[src/assert_macros.svh]
// Assertion macros for the SPI master core.
// Included by files that check their own logic; no other dependencies.
`ifndef ASSERT_MACROS_SVH
`define ASSERT_MACROS_SVH

// Checked on every rising edge, switched off while reset is high.
`define ASSERT_CLK_RST(label, clk_sig, rst_sig, prop, msg) \
  label: assert property (@(posedge clk_sig) disable iff (rst_sig) (prop)) else $error(msg);

// Checked on every rising edge, reset included.
`define ASSERT_CLK(label, clk_sig, prop, msg) \
  label: assert property (@(posedge clk_sig) (prop)) else $error(msg);

`endif

[src/spmp_pkg.sv]
// Shared types and constants for the multi-profile SPI master core.
// No dependencies; imported by every module of the block.
`default_nettype none

package spmp_pkg;

  localparam int SLAVE_COUNT   = 4;
  localparam int PROFILE_COUNT = 4;
  localparam int SLAVE_W       = 2;
  localparam int CFG_INDEX_W   = 3;
  localparam int CFG_DATA_W    = 6;
  localparam int DIV_W         = 6;
  localparam int HALF_W        = 7;
  localparam int BIT_CNT_W     = 4;

  localparam logic [2:0] MAX_DIV_CODE = 3'd6;
  localparam logic [BIT_CNT_W-1:0] BITS_PER_BYTE = 4'd8;

  typedef enum logic {
    OP_TICK  = 1'b0,
    OP_START = 1'b1
  } op_t;

  typedef struct packed {
    logic [2:0] code;
    logic       cpha;
    logic       cpol;
    logic       lsb_first;
  } profile_t;

  typedef profile_t [PROFILE_COUNT-1:0] profile_bank_t;

  localparam profile_t PROFILE_RESET = '{code: 3'd0, cpha: 1'b0, cpol: 1'b1, lsb_first: 1'b0};

  typedef struct packed {
    op_t                operation;
    logic [7:0]         tx_byte;
    logic [SLAVE_W-1:0] slave_select;
    logic               last_byte;
    logic               miso;
  } item_t;

  typedef struct packed {
    logic                   sck;
    logic                   mosi;
    logic [SLAVE_COUNT-1:0] cs_n;
    logic [7:0]             rx_byte;
    logic                   rx_valid;
    logic                   transfer_done;
    logic                   busy_res;
    logic                   start_rejected;
  } result_t;

  typedef struct packed {
    logic room;
    logic skid_valid;
  } buf_status_t;

endpackage

`default_nettype wire

[src/spi_master_multi_profile_core.sv]
// Top level of the multi-profile SPI master: profiles, engine, result buffer.
// Depends on spmp_pkg, spmp_profiles, spmp_engine, spmp_out_buf, assert_macros.svh.
//
//   channel  direction  handshake             payload
//   in       input      in_valid / in_stall   operation tx_byte slave_select last_byte miso
//   out      output     out_valid / out_stall sck mosi cs_n rx_byte rx_valid transfer_done
//                                             busy_res start_rejected
//   cfg      input      cfg_write             cfg_index cfg_data
//
// One tick is taken every cycle while in_stall is low; its result passes through
// the input register, then the engine step into the result register.
// The rate is set by the single engine step between the input and result registers.
// Reset loads the profile defaults and idles the engine with SCK high, no select.
// A stalled output fills the skid stage, then in_stall rises; nothing is dropped.
`default_nettype none

`include "assert_macros.svh"

module spi_master_multi_profile_core (
  input  wire                               clk,
  input  wire                               rst,
  input  wire                               in_valid,
  output logic                              in_stall,
  input  wire                               operation,
  input  wire  [7:0]                        tx_byte,
  input  wire  [spmp_pkg::SLAVE_W-1:0]      slave_select,
  input  wire                               last_byte,
  input  wire                               miso,
  output logic                              out_valid,
  input  wire                               out_stall,
  output logic                              sck,
  output logic                              mosi,
  output logic [spmp_pkg::SLAVE_COUNT-1:0]  cs_n,
  output logic [7:0]                        rx_byte,
  output logic                              rx_valid,
  output logic                              transfer_done,
  output logic                              busy_res,
  output logic                              start_rejected,
  input  wire                               cfg_write,
  input  wire  [spmp_pkg::CFG_INDEX_W-1:0]  cfg_index,
  input  wire  [spmp_pkg::CFG_DATA_W-1:0]   cfg_data
);
  import spmp_pkg::*;

  profile_bank_t bank;
  item_t         item_in;
  result_t       step_result, out_result;
  buf_status_t   buf_status;
  logic          push;

  assign item_in.operation    = op_t'(operation);
  assign item_in.tx_byte      = tx_byte;
  assign item_in.slave_select = slave_select;
  assign item_in.last_byte    = last_byte;
  assign item_in.miso         = miso;

  spmp_profiles u_profiles (
    .clk       (clk),
    .rst       (rst),
    .cfg_write (cfg_write),
    .cfg_index (cfg_index),
    .cfg_data  (cfg_data),
    .bank      (bank)
  );

  spmp_engine u_engine (
    .clk        (clk),
    .rst        (rst),
    .in_valid   (in_valid),
    .in_stall   (in_stall),
    .item_in    (item_in),
    .bank       (bank),
    .buf_status (buf_status),
    .push       (push),
    .result     (step_result)
  );

  spmp_out_buf u_out_buf (
    .clk        (clk),
    .rst        (rst),
    .push       (push),
    .result_in  (step_result),
    .buf_status (buf_status),
    .out_valid  (out_valid),
    .out_stall  (out_stall),
    .result_out (out_result)
  );

  assign sck            = out_result.sck;
  assign mosi           = out_result.mosi;
  assign cs_n           = out_result.cs_n;
  assign rx_byte        = out_result.rx_byte;
  assign rx_valid       = out_result.rx_valid;
  assign transfer_done  = out_result.transfer_done;
  assign busy_res       = out_result.busy_res;
  assign start_rejected = out_result.start_rejected;

  `ASSERT_CLK_RST(a_skid_behind_main, clk, rst, buf_status.skid_valid |-> out_valid, "skid stage filled while result register empty")
  `ASSERT_CLK_RST(a_done_with_byte, clk, rst, (out_valid && transfer_done) |-> rx_valid, "transfer done without a received byte")
  `ASSERT_CLK_RST(a_rx_zero_idle, clk, rst, (out_valid && !rx_valid) |-> (rx_byte == 8'd0), "received byte not cleared without rx_valid")
  `ASSERT_CLK_RST(a_one_select, clk, rst, out_valid |-> $onehot0(~cs_n), "more than one slave selected")

endmodule

`default_nettype wire

[src/spmp_profiles.sv]
// Per-slave setting profiles written through the configuration port.
// Depends on spmp_pkg.
`default_nettype none

module spmp_profiles (
  input  wire                               clk,
  input  wire                               rst,
  input  wire                               cfg_write,
  input  wire  [spmp_pkg::CFG_INDEX_W-1:0]  cfg_index,
  input  wire  [spmp_pkg::CFG_DATA_W-1:0]   cfg_data,
  output spmp_pkg::profile_bank_t           bank
);
  import spmp_pkg::*;

  profile_bank_t profiles;

  always_ff @(posedge clk) begin
    if (rst) begin
      for (int i = 0; i < PROFILE_COUNT; i++) begin
        profiles[i] <= PROFILE_RESET;
      end
    end else if (cfg_write && (int'(cfg_index) < PROFILE_COUNT)) begin
      // drop writes beyond the last profile
      profiles[cfg_index[SLAVE_W-1:0]] <= profile_t'(cfg_data);
    end
  end

  assign bank = profiles;

endmodule

`default_nettype wire

[src/spmp_engine.sv]
// Input register and serial engine state: one tick of the SPI master per item.
// Depends on spmp_pkg.
`default_nettype none

module spmp_engine (
  input  wire                      clk,
  input  wire                      rst,
  input  wire                      in_valid,
  output logic                     in_stall,
  input  spmp_pkg::item_t          item_in,
  input  spmp_pkg::profile_bank_t  bank,
  input  spmp_pkg::buf_status_t    buf_status,
  output logic                     push,
  output spmp_pkg::result_t        result
);
  import spmp_pkg::*;

  logic  item_valid;
  item_t item;

  logic [7:0]           out_shift, out_shift_next;
  logic [7:0]           in_shift, in_shift_next;
  logic [DIV_W-1:0]     divider_count, divider_count_next;
  logic [BIT_CNT_W-1:0] bit_count, bit_count_next;
  logic                 second_half, second_half_next;
  logic                 shifting, shifting_next;
  logic [SLAVE_W-1:0]   active_slave, active_slave_next;
  logic                 select_held, select_held_next;
  logic                 final_pending, final_pending_next;
  logic                 clock_level, clock_level_next;

  profile_t             prof, prof_next;
  logic [2:0]           code;
  logic [HALF_W-1:0]    half;
  logic [7:0]           shifted_out, sampled;
  logic [BIT_CNT_W-1:0] bit_count_inc;
  logic                 rx_valid, done, rejected;
  logic [7:0]           rx_byte;

  assign push     = item_valid && buf_status.room;
  assign in_stall = item_valid && !buf_status.room;

  always_ff @(posedge clk) begin
    if (rst) begin
      item_valid <= 1'b0;
    end else if (in_valid && !in_stall) begin
      item_valid <= 1'b1;
    end else if (push) begin
      item_valid <= 1'b0;
    end
  end

  always_ff @(posedge clk) begin
    if (in_valid && !in_stall) begin
      item <= item_in;
    end
  end

  always_comb begin
    out_shift_next     = out_shift;
    in_shift_next      = in_shift;
    divider_count_next = divider_count;
    bit_count_next     = bit_count;
    second_half_next   = second_half;
    shifting_next      = shifting;
    active_slave_next  = active_slave;
    select_held_next   = select_held;
    final_pending_next = final_pending;
    clock_level_next   = clock_level;
    rx_valid           = 1'b0;
    rx_byte            = 8'd0;
    done               = 1'b0;
    rejected           = 1'b0;

    prof = bank[active_slave];
    // saturate the divider code
    code = (prof.code > MAX_DIV_CODE) ? MAX_DIV_CODE : prof.code;
    half = HALF_W'(1) << code;
    shifted_out = prof.lsb_first ? {1'b0, out_shift[7:1]} : {out_shift[6:0], 1'b0};
    sampled     = prof.lsb_first ? {item.miso, in_shift[7:1]} : {in_shift[6:0], item.miso};
    bit_count_inc = bit_count + BIT_CNT_W'(1);

    if (shifting) begin
      if (({1'b0, divider_count} + HALF_W'(1)) >= half) begin
        divider_count_next = '0;
        clock_level_next   = ~clock_level;
        if (!second_half) begin
          // leading edge: with cpha set, the first bit is already on the line
          if (prof.cpha) begin
            if (bit_count != '0) begin
              out_shift_next = shifted_out;
            end
          end else begin
            in_shift_next = sampled;
          end
          second_half_next = 1'b1;
        end else begin
          if (prof.cpha) begin
            in_shift_next = sampled;
          end else begin
            out_shift_next = shifted_out;
          end
          second_half_next = 1'b0;
          bit_count_next   = bit_count_inc;
          if (bit_count_inc >= BITS_PER_BYTE) begin
            shifting_next  = 1'b0;
            bit_count_next = '0;
            rx_valid       = 1'b1;
            rx_byte        = in_shift_next;
            if (final_pending) begin
              final_pending_next = 1'b0;
              select_held_next   = 1'b0;
              done               = 1'b1;
            end
          end
        end
      end else begin
        divider_count_next = divider_count + DIV_W'(1);
      end
      if (item.operation == OP_START) begin
        rejected = 1'b1;
      end
    end else if (item.operation == OP_START) begin
      if (int'(item.slave_select) >= SLAVE_COUNT) begin
        rejected = 1'b1;
      end else begin
        active_slave_next  = item.slave_select;
        select_held_next   = 1'b1;
        final_pending_next = item.last_byte;
        out_shift_next     = item.tx_byte;
        in_shift_next      = 8'd0;
        bit_count_next     = '0;
        divider_count_next = '0;
        second_half_next   = 1'b0;
        shifting_next      = 1'b1;
        clock_level_next   = bank[item.slave_select].cpol;
      end
    end
  end

  always_comb begin
    prof_next = bank[active_slave_next];
    result = '0;
    result.sck  = clock_level_next;
    result.mosi = shifting_next &&
                  (prof_next.lsb_first ? out_shift_next[0] : out_shift_next[7]);
    result.cs_n = '1;
    if (select_held_next) begin
      result.cs_n[active_slave_next] = 1'b0;
    end
    result.rx_byte        = rx_byte;
    result.rx_valid       = rx_valid;
    result.transfer_done  = done;
    result.busy_res       = shifting_next;
    result.start_rejected = rejected;
  end

  always_ff @(posedge clk) begin
    if (rst) begin
      out_shift     <= 8'd0;
      in_shift      <= 8'd0;
      divider_count <= '0;
      bit_count     <= '0;
      second_half   <= 1'b0;
      shifting      <= 1'b0;
      active_slave  <= '0;
      select_held   <= 1'b0;
      final_pending <= 1'b0;
      clock_level   <= 1'b1;
    end else if (push) begin
      out_shift     <= out_shift_next;
      in_shift      <= in_shift_next;
      divider_count <= divider_count_next;
      bit_count     <= bit_count_next;
      second_half   <= second_half_next;
      shifting      <= shifting_next;
      active_slave  <= active_slave_next;
      select_held   <= select_held_next;
      final_pending <= final_pending_next;
      clock_level   <= clock_level_next;
    end
  end

endmodule

`default_nettype wire

[src/spmp_out_buf.sv]
// Result register with a skid stage that holds one more engine result under a stall.
// Depends on spmp_pkg.
`default_nettype none

module spmp_out_buf (
  input  wire                    clk,
  input  wire                    rst,
  input  wire                    push,
  input  spmp_pkg::result_t      result_in,
  output spmp_pkg::buf_status_t  buf_status,
  output logic                   out_valid,
  input  wire                    out_stall,
  output spmp_pkg::result_t      result_out
);
  import spmp_pkg::*;

  result_t main_q, skid_q;
  logic    main_valid, skid_valid;
  logic    take;

  assign take       = main_valid && !out_stall;
  assign out_valid  = main_valid;
  assign result_out = main_q;

  assign buf_status.room       = !skid_valid;
  assign buf_status.skid_valid = skid_valid;

  always_ff @(posedge clk) begin
    if (rst) begin
      main_valid <= 1'b0;
      skid_valid <= 1'b0;
    end else if (take) begin
      if (skid_valid) begin
        skid_valid <= 1'b0;
      end else begin
        main_valid <= push;
      end
    end else if (push) begin
      if (main_valid) begin
        skid_valid <= 1'b1;
      end else begin
        main_valid <= 1'b1;
      end
    end
  end

  always_ff @(posedge clk) begin
    if (take) begin
      if (skid_valid) begin
        main_q <= skid_q;
      end else if (push) begin
        main_q <= result_in;
      end
    end else if (push) begin
      if (main_valid) begin
        skid_q <= result_in;
      end else begin
        main_q <= result_in;
      end
    end
  end

endmodule

`default_nettype wire

[config.mk]
export PLATFORM = sky130hd
export DESIGN_NAME = spi_master_multi_profile_core
export DESIGN_NICKNAME = d
export VERILOG_FILES = /design/src/spmp_pkg.sv /design/src/spi_master_multi_profile_core.sv /design/src/spmp_profiles.sv /design/src/spmp_engine.sv /design/src/spmp_out_buf.sv
export VERILOG_INCLUDE_DIRS = /design/src /design/src/src
export SDC_FILE = /design/constraint.sdc
export NUM_CORES = 1
export LEC_CHECK = 0
export BUFFER_PORTS_ARGS = -buffer_cell sky130_fd_sc_hd__buf_4
export CAP_MARGIN = 20
export CORE_MARGIN = 2
export CORE_UTILIZATION = 55
export CTS_CLUSTER_DIAMETER = 120
export DETAILED_ROUTE_END_ITERATION = 7
export GPL_ROUTABILITY_DRIVEN = 0
export PLACE_DENSITY = 0.75
export SLEW_MARGIN = 0
export SYNTH_ARGS = -nofsm -noshare
export SYNTH_HDL_FRONTEND = slang
export SYNTH_SLANG_ARGS = --single-unit
[constraint.sdc]
create_clock -name clk -period 6.4 [get_ports clk]
set_input_delay 0 -clock clk [delete_from_list [all_inputs] [get_ports clk]]
set_output_delay 0 -clock clk [all_outputs]
set_load 0.1 [all_outputs]
==> metrics.txt, run 1 <==
count of filler cells inserted in the layout 772; worst slack on hold paths 0.07177 ns; combined buffer and inverter count along the critical path 0; critical path type flip-flop to flip-flop; FF/Latch Area 2673 um2; number of warnings printed during yosys synthesis 0; area share of the leading cell type in the synthesized netlist 0.2729; H-tree levels 3; number of distinct library cells after synthesis 57; top_reg_cell synth dfxtp_1; layout cell share with drive strength beyond 1 0.1649; global-route wire length before repair 19.16 mm; site row count 36; pwr dens 216.6 nW/um2; count of input and output buffers 46; worst endpoint required time 6.68 ns; Total Negative Setup Slacks 0 ns; startpoint of the worst hold path cfg_index[1]; number of nets with antenna violations after detailed routing 0; CP Launch Type flip-flop; Layout Utilization 0.6412; share of the clock period used by the worst path 0.5915; GRT Overall Usage 0.2283; status finished clean; most instantiated library cell after synthesis nor2_1; Cell Chain, Critical Path mux4_1 -> nor2_1 -> nand2_1 -> ha_1 -> nand2_1 -> o21ai_0 -> a41oi_2 -> nor4_4 -> nand2b_1 -> a311oi_1; die width 103.0 um; instance count of the mapped netlist 512; crit end category flip-flop; CP peak stage delay 0.74 ns; EDFF count, synth 49; DRT iter0 DRCs 259; hold path depth 4; post-synthesis register bit count 109; maximum achievable frequency 264.2 MHz; area of the core 9639 um2; DP HPWL 7.909 mm; net total in the final layout 602; synthesized area per cell 10.53 um2; syn nets 549; sequential cell area fraction in the yosys report 0.4957; overall power consumption 1339 uW; Setup violations, final 0; final routed DRC violation total 0; LEAKAGE 0.002093 uW; clock root buffer clkbuf_8; total congestion overflow after global routing 0; final critical-path required period 3.785 ns; post-CTS setup buffers 0; total CTS buffers 9; post-synthesis instance area 5391 um2; Max-slew headroom 0.4544; Initial DRT Pass Iterations 4; top cells by area in the synthesized netlist edfxtp_1 (27%), dfxtp_1 (22%), mux2i_1 (6.9%); setup repair after global routing missed its margin no; Vias/cell 5.926; Final Non-Filler Cells 703; share of flip-flops with an asynchronous set or reset after synthesis 0; count of instances resized after the clock tree is built 0; antenna violations before repair 0; Tightest Pin Transition 0.8185 ns; dominant cell type by area after synthesis edfxtp_1; slowest cell on the critical path mux4_1; HP Class input pin to flip-flop; largest net degree at the start of global routing 61; Max Transition Viols Final 0; Worst Hold Path EP u_profiles.bank[0]; launch instance of the worst register-to-register path u_engine.active_slave[0]; cell count after placement 665; cell family with the largest share of critical-path delay compound AO/OA/AOI/OAI gates; clock net sink count 109; CTS max path bufs 2; Post-synth top cells nor2_1 (67), dfxtp_1 (60), edfxtp_1 (49); count of boundary I/O pins 47; FF-to-FF End u_engine.in_shift[1]; Max IR drop VDD 0.1168 mV; detailed-route via count 4,166; Final Hold Violating Endpoints 0; slack of the worst reg-to-reg path 2.61 ns; Area growth syn-to-layout 14.64%; count of cells along the worst register-to-register path 10; worst-case clock skew 0.008928 ns; antenna diode instance count 0; Multi-input gate area 2515 um2; clock slew at reported path FFs 0.10 ns; overall routed net length 11.58 mm; number of max-cap violations 0; Initial Util 0.5593; TritonCTS clock tree done; number of buffers inserted by hold repair at cts 21; vias in the first global route 3,976; critical-path maximum fanout 14; critical path arrival 4.06 ns; Die ar. 10,610 um2; clock latency reported for the late side of the worst-skew pair 0.37 ns; cell with the most instances on the worst path nand2_1; DIE HEIGHT 103.0 um; DR WL/cell 16.47 um
cell families after synthesis:
kind of cell | Yosys count | synth area share
simple gates | 153 | 0.1392
compound gates | 135 | 0.1741
flops | 109 | 0.4957
mux | 55 | 0.1195
buf+inv | 44 | 0.03852
fa+ha+maj | 10 | 0.02321
xor+xnor | 6 | 0.009749
tightest hold or removal path: cells and delay by family:
family / cells / cell delay, ns
AND/OR/NAND/NOR: 2 / 0.17
multiplexers: 1 / 0.13
buffers and inverters: 1 / 0.10
stage by stage:
step / setup slack [ns] / instance area, um2
2_1_floorplan: 3.233 / 5391
3_3_place_gp: 2.863 / 5778
3_5_place_dp: 2.656 / 5786
4_1_cts: 2.626 / 6173
5_1_grt: 2.341 / 6181
6_report: 2.615 / 6181
layer usage:
metal,vias to the layer above,routed length (um),global-route usage
met5,-,0,0
met1,2025,5260,0.3054
met4,0,90,0.05466
li1,2018,-,-
met2,114,5717,0.3856
met3,9,509,0.04271
power by group:
part	leakage (uW)	total, uW	internal, uW	switching, uW
sequential	0.000928	765	749	16.0
clock	0.0000900	390	146	243
combinational	0.00108	184	64.3	120
total	0.00209	1340	960	379
how the worst max path moves through the flow:
stage                                     to  cells past startpoint                startpoint
floorplan           u_out_buf.result_out[10]                     12  u_engine.active_slave[1]
global placement    u_out_buf.result_out[14]                     10  u_engine.active_slave[0]
detailed placement      u_engine.in_shift[1]                     10  u_engine.active_slave[0]
CTS                     u_engine.in_shift[1]                     10  u_engine.active_slave[0]
global route        u_out_buf.result_out[15]                     11  u_engine.active_slave[1]
finish                  u_engine.in_shift[1]                     10  u_engine.active_slave[0]
sequential cells by signal, indices dropped and copies added, names as in the netlist:
signal and cells:
u_engine.clock_level 1, u_engine.shifting 1, u_engine.divider_count 6, u_engine.active_slave 2
u_engine.out_shift 8, u_out_buf.out_valid 1, u_engine.bit_count 4, u_engine.item_valid 1
u_out_buf.skid_valid 1, u_engine.final_pending 1, u_out_buf.skid_q 18, u_engine.in_shift 8
u_engine.item 13, u_engine.second_half 1, u_profiles.bank 24, u_out_buf.result_out 18
u_engine.select_held 1
placed cells by master (no fill, tap or decap), types with 7 or more instances in the layout:
cell and count:
a211oi_1 17, dlygate4sd3_1 21, clkbuf_8 9, nand2_1 26
nor2b_1 13, ha_1 10, nor2_1 67, o211ai_1 8
dfxtp_1 60, inv_1 13, a32oi_1 7, a311oi_1 7
a21oi_1 33, o21ai_0 18, buf_4 52, nand2b_1 11
edfxtp_1 49, mux2i_1 37, mux2_2 12
area by class of cell:
type / instances / area share
clock buffers: 10 / 0.02065
clock inverters: 6 / 0.008097
inverters: 13 / 0.007895
multi-input cells: 359 / 0.4069
flip-flops and latches: 109 / 0.4324
well taps: 133 / 0.02692
repair buffers: 73 / 0.09717
No activity file was read; power rests on OpenSTA's default activity.
==> run 2: changes to the inputs <==
==> constraint.sdc (replaced) <==
create_clock -name clk -period 3.6 [get_ports clk]
set_input_delay 0 -clock clk [delete_from_list [all_inputs] [get_ports clk]]
set_output_delay 0 -clock clk [all_outputs]
set_load 0.1 [all_outputs]
==> run 2 against run 1 <==
Against the previous run: utilization up 0.93 points; clock skew is 0.0086 ns higher; power is 79% higher; clock power up 77%; via count is 0.77% lower; worst setup slack worse by 2.4 ns; sequential cell count unchanged.
==> metrics.txt, run 2 (same netlist as run 1, synthesis figures left out) <==
worst slack on hold paths 0.07167 ns (was 0.07177 ns); HP Class input pin to flip-flop (unchanged); number of flip-flops in the largest register 24 (unchanged); clock net sink count 109 (unchanged); share of the clock period used by the worst path 0.9466 (was 0.5915); slowest cell on the critical path mux4_2 (was mux4_1); Post-Layout Inst Area 6271 um2 (was 6181 um2); layout cell share with drive strength beyond 1 0.1831 (was 0.1649); Max Transition Viols Final 0 (unchanged); count of boundary I/O pins 47 (unchanged); maximum achievable frequency 293.4 MHz (was 264.2 MHz); DRT iter0 DRCs 163 (was 259); vias in the first global route 3,934 (was 3,976); crit end category flip-flop (unchanged); largest net degree at the start of global routing 61 (unchanged); net total in the final layout 611 (was 602); DR WL/cell 16.18 um (was 16.47 um); leading cell type in the layout, fill and taps excluded nor2_1 (unchanged); setup repair after global routing missed its margin no (unchanged); busiest layer in global routing met2 (unchanged); GRT Overall Usage 0.2266 (was 0.2283); Setup violations, final 0 (unchanged); Area growth syn-to-layout 16.31% (was 14.64%); detailed-route via count 4,134 (was 4,166); die width 103.0 um (unchanged); clock slew at reported path FFs 0.10 ns (about the same); number of max-cap violations 0 (unchanged); area of the core 9639 um2 (unchanged); DP HPWL 7.809 mm (was 7.909 mm); final routed DRC violation total 0 (unchanged); M3 GR Usage 0.03119 (was 0.04271); critical path arrival 3.53 ns (was 4.06 ns); CTS max path bufs 2 (unchanged); leading cell types in the layout, fill and taps excluded nor2_1 (67), buf_4 (61), dfxtp_1 (59), edfxtp_1 (49), mux2i_1 (37) (was nor2_1 (67), dfxtp_1 (60), buf_4 (52), edfxtp_1 (49), mux2i_1 (37)); DIE HEIGHT 103.0 um (unchanged); pwr dens 381.2 nW/um2 (was 216.6 nW/um2); count of input and output buffers 46 (unchanged); cell area reported after detailed placement 5838 um2 (was 5786 um2); status finished clean (unchanged); antenna violations before repair 0 (unchanged); critical-path maximum fanout 13 (was 14); clock root buffer clkbuf_8 (unchanged); antenna diode instance count 0 (unchanged); Global Route met1 Usage 0.2998 (was 0.3054); Initial Util 0.5593 (unchanged); Final Hold Violating Endpoints 0 (unchanged); Max-slew headroom 0.4730 (was 0.4544); LEAKAGE 0.002135 uW (was 0.002093 uW); final critical-path required period 3.408 ns (was 3.785 ns); Max IR drop VDD 0.2137 mV (was 0.1168 mV); overall routed net length 11.52 mm (was 11.58 mm); Total Negative Setup Slacks 0 ns (unchanged); critical path type flip-flop to flip-flop (unchanged); CP peak stage delay 0.58 ns (was 0.74 ns); Die ar. 10,610 um2 (unchanged); clock latency reported for the late side of the worst-skew pair 0.38 ns (was 0.37 ns); site row count 36 (unchanged); CP Launch Type flip-flop (unchanged); count of filler cells inserted in the layout 777 (was 772); global-route wire length before repair 18.86 mm (was 19.16 mm); Vias/cell 5.806 (was 5.926); Tightest Pin Transition 0.7875 ns (was 0.8185 ns); TritonCTS clock tree done (unchanged); total congestion overflow after global routing 0 (unchanged); total CTS buffers 9 (unchanged); number of nets with antenna violations after detailed routing 0 (unchanged); H-tree levels 3 (unchanged); Cell Chain, Critical Path mux4_2 -> nor2b_1 -> nand2_1 -> ha_1 -> and2_0 -> a221o_1 -> a41o_2 -> nand3_2 -> buf_4 -> a211oi_1 -> mux2_2 (was mux4_1 -> nor2_1 -> nand2_1 -> ha_1 -> nand2_1 -> o21ai_0 -> a41oi_2 -> nor4_4 -> nand2b_1 -> a311oi_1); worst-case clock skew 0.01754 ns (was 0.008928 ns); Initial DRT Pass Iterations 5 (was 4); overall power consumption 2391 uW (was 1339 uW); worst endpoint required time 3.72 ns (was 6.68 ns); GRT met2 Usage 0.3881 (was 0.3856)
run 2: final timing paths:
check,startpoint,endpoint,slack (ns),depth (start not counted)
hold / removal,cfg_index[1],u_profiles.bank[4],0.07,4
setup / recovery,u_engine.active_slave[1],u_out_buf.result_out[10],0.19,11
setup reg to reg,u_engine.active_slave[1],u_out_buf.result_out[10],0.19,11
hold reg to reg,u_profiles.bank[19],u_profiles.bank[19],0.48,1
run 2: routing by layer:
layer  part of all wire  vias to the layer above
met4              0.012                        0
met3              0.045                       13
met2               0.49                      132
li1                   -                     2036
met1               0.45                     1953
met5                  0                        -
run 2: timing repair:
item / 4_1_cts / 5_1_grt
hold buffers: 21 / 0
resized for setup: 0 / 7
setup buffers: 0 / 3
hold endpoints to repair: 40 / 0
endpoints found under the setup margin: 0 / 27
run 2: power by group:
| part | leakage [uW] | switching, uW | internal [uW] |
|---|---|---|---|
| clock network | 0.0000844 | 432 | 258 |
| logic | 0.00112 | 217 | 125 |
| registers | 0.000928 | 25.9 | 1330 |
| total | 0.00214 | 675 | 1720 |
run 2: area by class of cell:
cell class	count	area (um2)	share of cell area
clock buffers	10	127.6	0.02035
inverters	13	48.80	0.007781
flip-flops and latches	109	2674	0.4264
well taps	133	166.4	0.02654
multi-input cells	359	2537	0.4046
clock inverters	6	48.80	0.007781
repair buffers	82	668.1	0.1065
run 2: metrics by stage:
stage          std cells  utilization  setup WS [ns]
2_1_floorplan        512            -         0.4331
3_3_place_gp         671       0.6049         0.2779
3_5_place_dp         672       0.6057         0.1191
4_1_cts              709       0.6458        0.04499
5_1_grt              712       0.6506        0.03351
6_report             712       0.6506         0.1921
run 2: critical path: cells and delay by family (launching register included):
| kind | cells | cell delay (ns) |
|---|---|---|
| muxes | 2 | 0.88 |
| AOI/OAI and AO/OA | 3 | 0.82 |
| and+or+nand+nor | 4 | 0.64 |
| DFF | 1 | 0.38 |
| adders and majority gates | 1 | 0.27 |
| buffers and inverters | 1 | 0.19 |
==> run 3: changes to the inputs <==
==> constraint.sdc (replaced) <==
create_clock -name clk -period 3.6 [get_ports clk]
set_input_delay 0.72 -clock clk [delete_from_list [all_inputs] [get_ports clk]]
set_output_delay 0.72 -clock clk [all_outputs]
set_load 0.1 [all_outputs]
==> run 3 against run 2 <==
Against the previous run: non-clock buffer count down 22; final cell count down 3.1%; combinational power down 6.4%; critical path depth down 1; routed wire length down 0.49%; sequential share of layout area up 1.2 points; clock skew down 0.0049 ns; die area unchanged; fmax down 0.25%; global-route usage about the same; register-to-register slack about the same; critical endpoint is now u_out_buf.result_out[4].
==> metrics.txt, run 3 (same netlist as run 1, synthesis figures left out) <==
count of cells along the worst register-to-register path 10 (was 11); count of boundary I/O pins 47 (unchanged); DP HPWL 7.908 mm (was 7.809 mm); Vias/cell 5.878 (was 5.806); clock slew at reported path FFs 0.10 ns (about the same); Max Transition Viols Final 0 (unchanged); leading cell type in the layout, fill and taps excluded nor2_1 (unchanged); vias in the first global route 3,866 (was 3,934); cell family with the largest share of critical-path delay compound AO/OA/AOI/OAI gates (was multiplexers); Initial DRT Pass Iterations 4 (was 5); leading cell types in the layout, fill and taps excluded nor2_1 (67), buf_4 (60), dfxtp_1 (59), edfxtp_1 (49), mux2i_1 (37) (was nor2_1 (67), buf_4 (61), dfxtp_1 (59), edfxtp_1 (49), mux2i_1 (37)); die width 103.0 um (unchanged); number of flip-flops in the largest register 24 (unchanged); Sequential Power Share 0.541 (was 0.568); count of filler cells inserted in the layout 809 (was 777); pwr dens 412.3 nW/um2 (was 381.2 nW/um2); Final Hold Violating Endpoints 0 (unchanged); critical-path maximum fanout 13 (unchanged); number of max-cap violations 0 (unchanged); instance count on the critical path 10 (was 11); CP Launch Type flip-flop (unchanged); DIE HEIGHT 103.0 um (unchanged); antenna violations before repair 0 (unchanged); Crit. Startpoint u_engine.active_slave[0] (was u_engine.active_slave[1]); final critical-path required period 3.417 ns (was 3.408 ns); worst-case clock skew 0.01266 ns (was 0.01754 ns); final routed DRC violation total 0 (unchanged); Die ar. 10,610 um2 (unchanged); total congestion overflow after global routing 0 (unchanged); crit end category flip-flop (unchanged); slack of the worst reg-to-reg path 0.18 ns (was 0.19 ns); LEAKAGE 0.002064 uW (was 0.002135 uW); clock net sink count 109 (unchanged); maximum achievable frequency 292.7 MHz (was 293.4 MHz); overall routed net length 11.46 mm (was 11.52 mm); combined buffer and inverter count along the critical path 1 (unchanged); setup repair after global routing missed its margin no (unchanged); launch instance of the worst register-to-register path u_engine.active_slave[0] (was u_engine.active_slave[1]); status finished clean (unchanged); combinational share of power 0.127 (was 0.143); Total Negative Setup Slacks 0 ns (unchanged); Clk pwr share 0.332 (was 0.289); net total in the final layout 589 (was 611); DRT iter0 DRCs 187 (was 163); count of input and output buffers 46 (unchanged); slowest cell on the critical path mux4_1 (was mux4_2); GRT Overall Usage 0.2268 (was 0.2266); HP Class flip-flop to flip-flop (was input pin to flip-flop); FF-to-FF End u_out_buf.result_out[4] (was u_out_buf.result_out[10]); TritonCTS clock tree done (unchanged); Max-slew headroom 0.4777 (was 0.4730); share of the clock period used by the worst path 0.9491 (was 0.9466); layout cell share with drive strength beyond 1 0.1885 (was 0.1831); worst setup path end u_out_buf.result_out[4] (was u_out_buf.result_out[10]); Max IR drop VDD 0.2362 mV (was 0.2137 mV); number of nets with antenna violations after detailed routing 0 (unchanged); worst slack on hold paths 0.4771 ns (was 0.07167 ns); Setup violations, final 0 (unchanged); Area growth syn-to-layout 13.04% (was 16.31%); CP peak stage delay 0.69 ns (was 0.58 ns); Net Sw Frac 0.2620 (was 0.2823); DR WL/cell 16.61 um (was 16.18 um); largest net degree at the start of global routing 61 (unchanged); site row count 36 (unchanged); clock root buffer clkbuf_8 (unchanged); Initial Util 0.5593 (unchanged); Tightest Pin Transition 0.7806 ns (was 0.7875 ns); Cell Chain, Critical Path mux4_1 -> nand3b_1 -> ha_1 -> a21o_1 -> a221o_1 -> a41o_2 -> nand3_2 -> buf_4 -> a211oi_1 -> mux2_2 (was mux4_2 -> nor2b_1 -> nand2_1 -> ha_1 -> and2_0 -> a221o_1 -> a41o_2 -> nand3_2 -> buf_4 -> a211oi_1 -> mux2_2); worst endpoint required time 3.72 ns (about the same); detailed-route via count 4,056 (was 4,134); global-route wire length before repair 18.77 mm (was 18.86 mm); clock latency reported for the late side of the worst-skew pair 0.37 ns (was 0.38 ns); design internal power 1854 uW (was 1716 uW); total net switching power 658.4 uW (was 674.9 uW); total CTS buffers 9 (unchanged); area of the core 9639 um2 (unchanged); CTS max path bufs 2 (unchanged); H-tree levels 3 (unchanged); critical path arrival 3.54 ns (was 3.53 ns); antenna diode instance count 0 (unchanged); critical path type flip-flop to flip-flop (unchanged)
-- run 3: cell count changes in the layout (fill, tap and decap cells not counted), sizes merged --
cell,previous run,this run
dlygate4sd3,21,0
clkinv,3,0
bufinv,0,2
buf,61,60
clkbuf,10,11
-- run 3: what timing repair did --
item                                    in CTS  in global routing
resized for setup                            0                  6
endpoints found under the setup margin       0                 19
hold buffers                                 0                  0
setup buffers                                0                  2
-- run 3: area by class of cell --
cell class | instances | area [um2] | area share
Tap cell | 133 | 166.4 | 0.02730
Sequential cell | 109 | 2674 | 0.4387
Multi-Input combinational cell | 359 | 2530 | 0.4151
Timing Repair Buffer | 60 | 450.4 | 0.07391
Clock buffer | 11 | 141.4 | 0.02320
Clock inverter | 5 | 83.83 | 0.01375
Inverter | 13 | 48.80 | 0.008007
-- run 3: power groups by stage --
stage          sequential, uW  clock (uW)  combinational (uW)
2_1_floorplan            1450           0                 162
3_3_place_gp             1380           0                 307
3_5_place_dp             1390           0                 314
4_1_cts                  1360         842                 316
5_1_grt                  1360         888                 346
6_report                 1360         835                 320
-- run 3: layer usage --
metal	up-vias	wire, um	GRT usage
met5	-	0	0
met4	0	200	0.07895
met3	20	541	0.03932
met2	100	5470	0.3746
met1	1942	5248	0.3024
li1	1994	-	-
-- run 3: worst min path at each step --
stage	to	cells after the start	slack [ns]	from
2_1_floorplan	u_profiles.bank[19]	1	0.43	u_profiles.bank[19]
3_3_place_gp	u_profiles.bank[19]	1	0.44	u_profiles.bank[19]
3_5_place_dp	u_profiles.bank[19]	1	0.46	u_profiles.bank[19]
4_1_cts	u_profiles.bank[19]	1	0.48	u_profiles.bank[19]
5_1_grt	u_engine.item[1]	1	0.49	last_byte
6_report	u_profiles.bank[19]	1	0.48	u_profiles.bank[19]
-- run 3: metrics by stage --
| step | utilization | power [uW] | std cells | cell area (um2) | worst slack, ns |
|---|---|---|---|---|---|
| 2_1_floorplan | - | 1609 | 512 | 5391 | 0.4331 |
| 3_3_place_gp | 0.6057 | 1692 | 672 | 5838 | 0.2793 |
| 3_5_place_dp | 0.6057 | 1700 | 672 | 5838 | 0.09798 |
| 4_1_cts | 0.6290 | 2516 | 688 | 6063 | 0.05824 |
| 5_1_grt | 0.6323 | 2598 | 690 | 6095 | 0.04530 |
| 6_report | 0.6323 | 2513 | 690 | 6095 | 0.1834 |
-- run 3: worst reg2reg max path: stages (launching register included) --
cell,delay [ns]
dfxtp_1,0.41
mux4_1,0.69
nand3b_1,0.25
ha_1,0.23
a21o_1,0.19
a221o_1,0.38
a41o_2,0.34
nand3_2,0.11
buf_4,0.19
a211oi_1,0.08
mux2_2,0.30
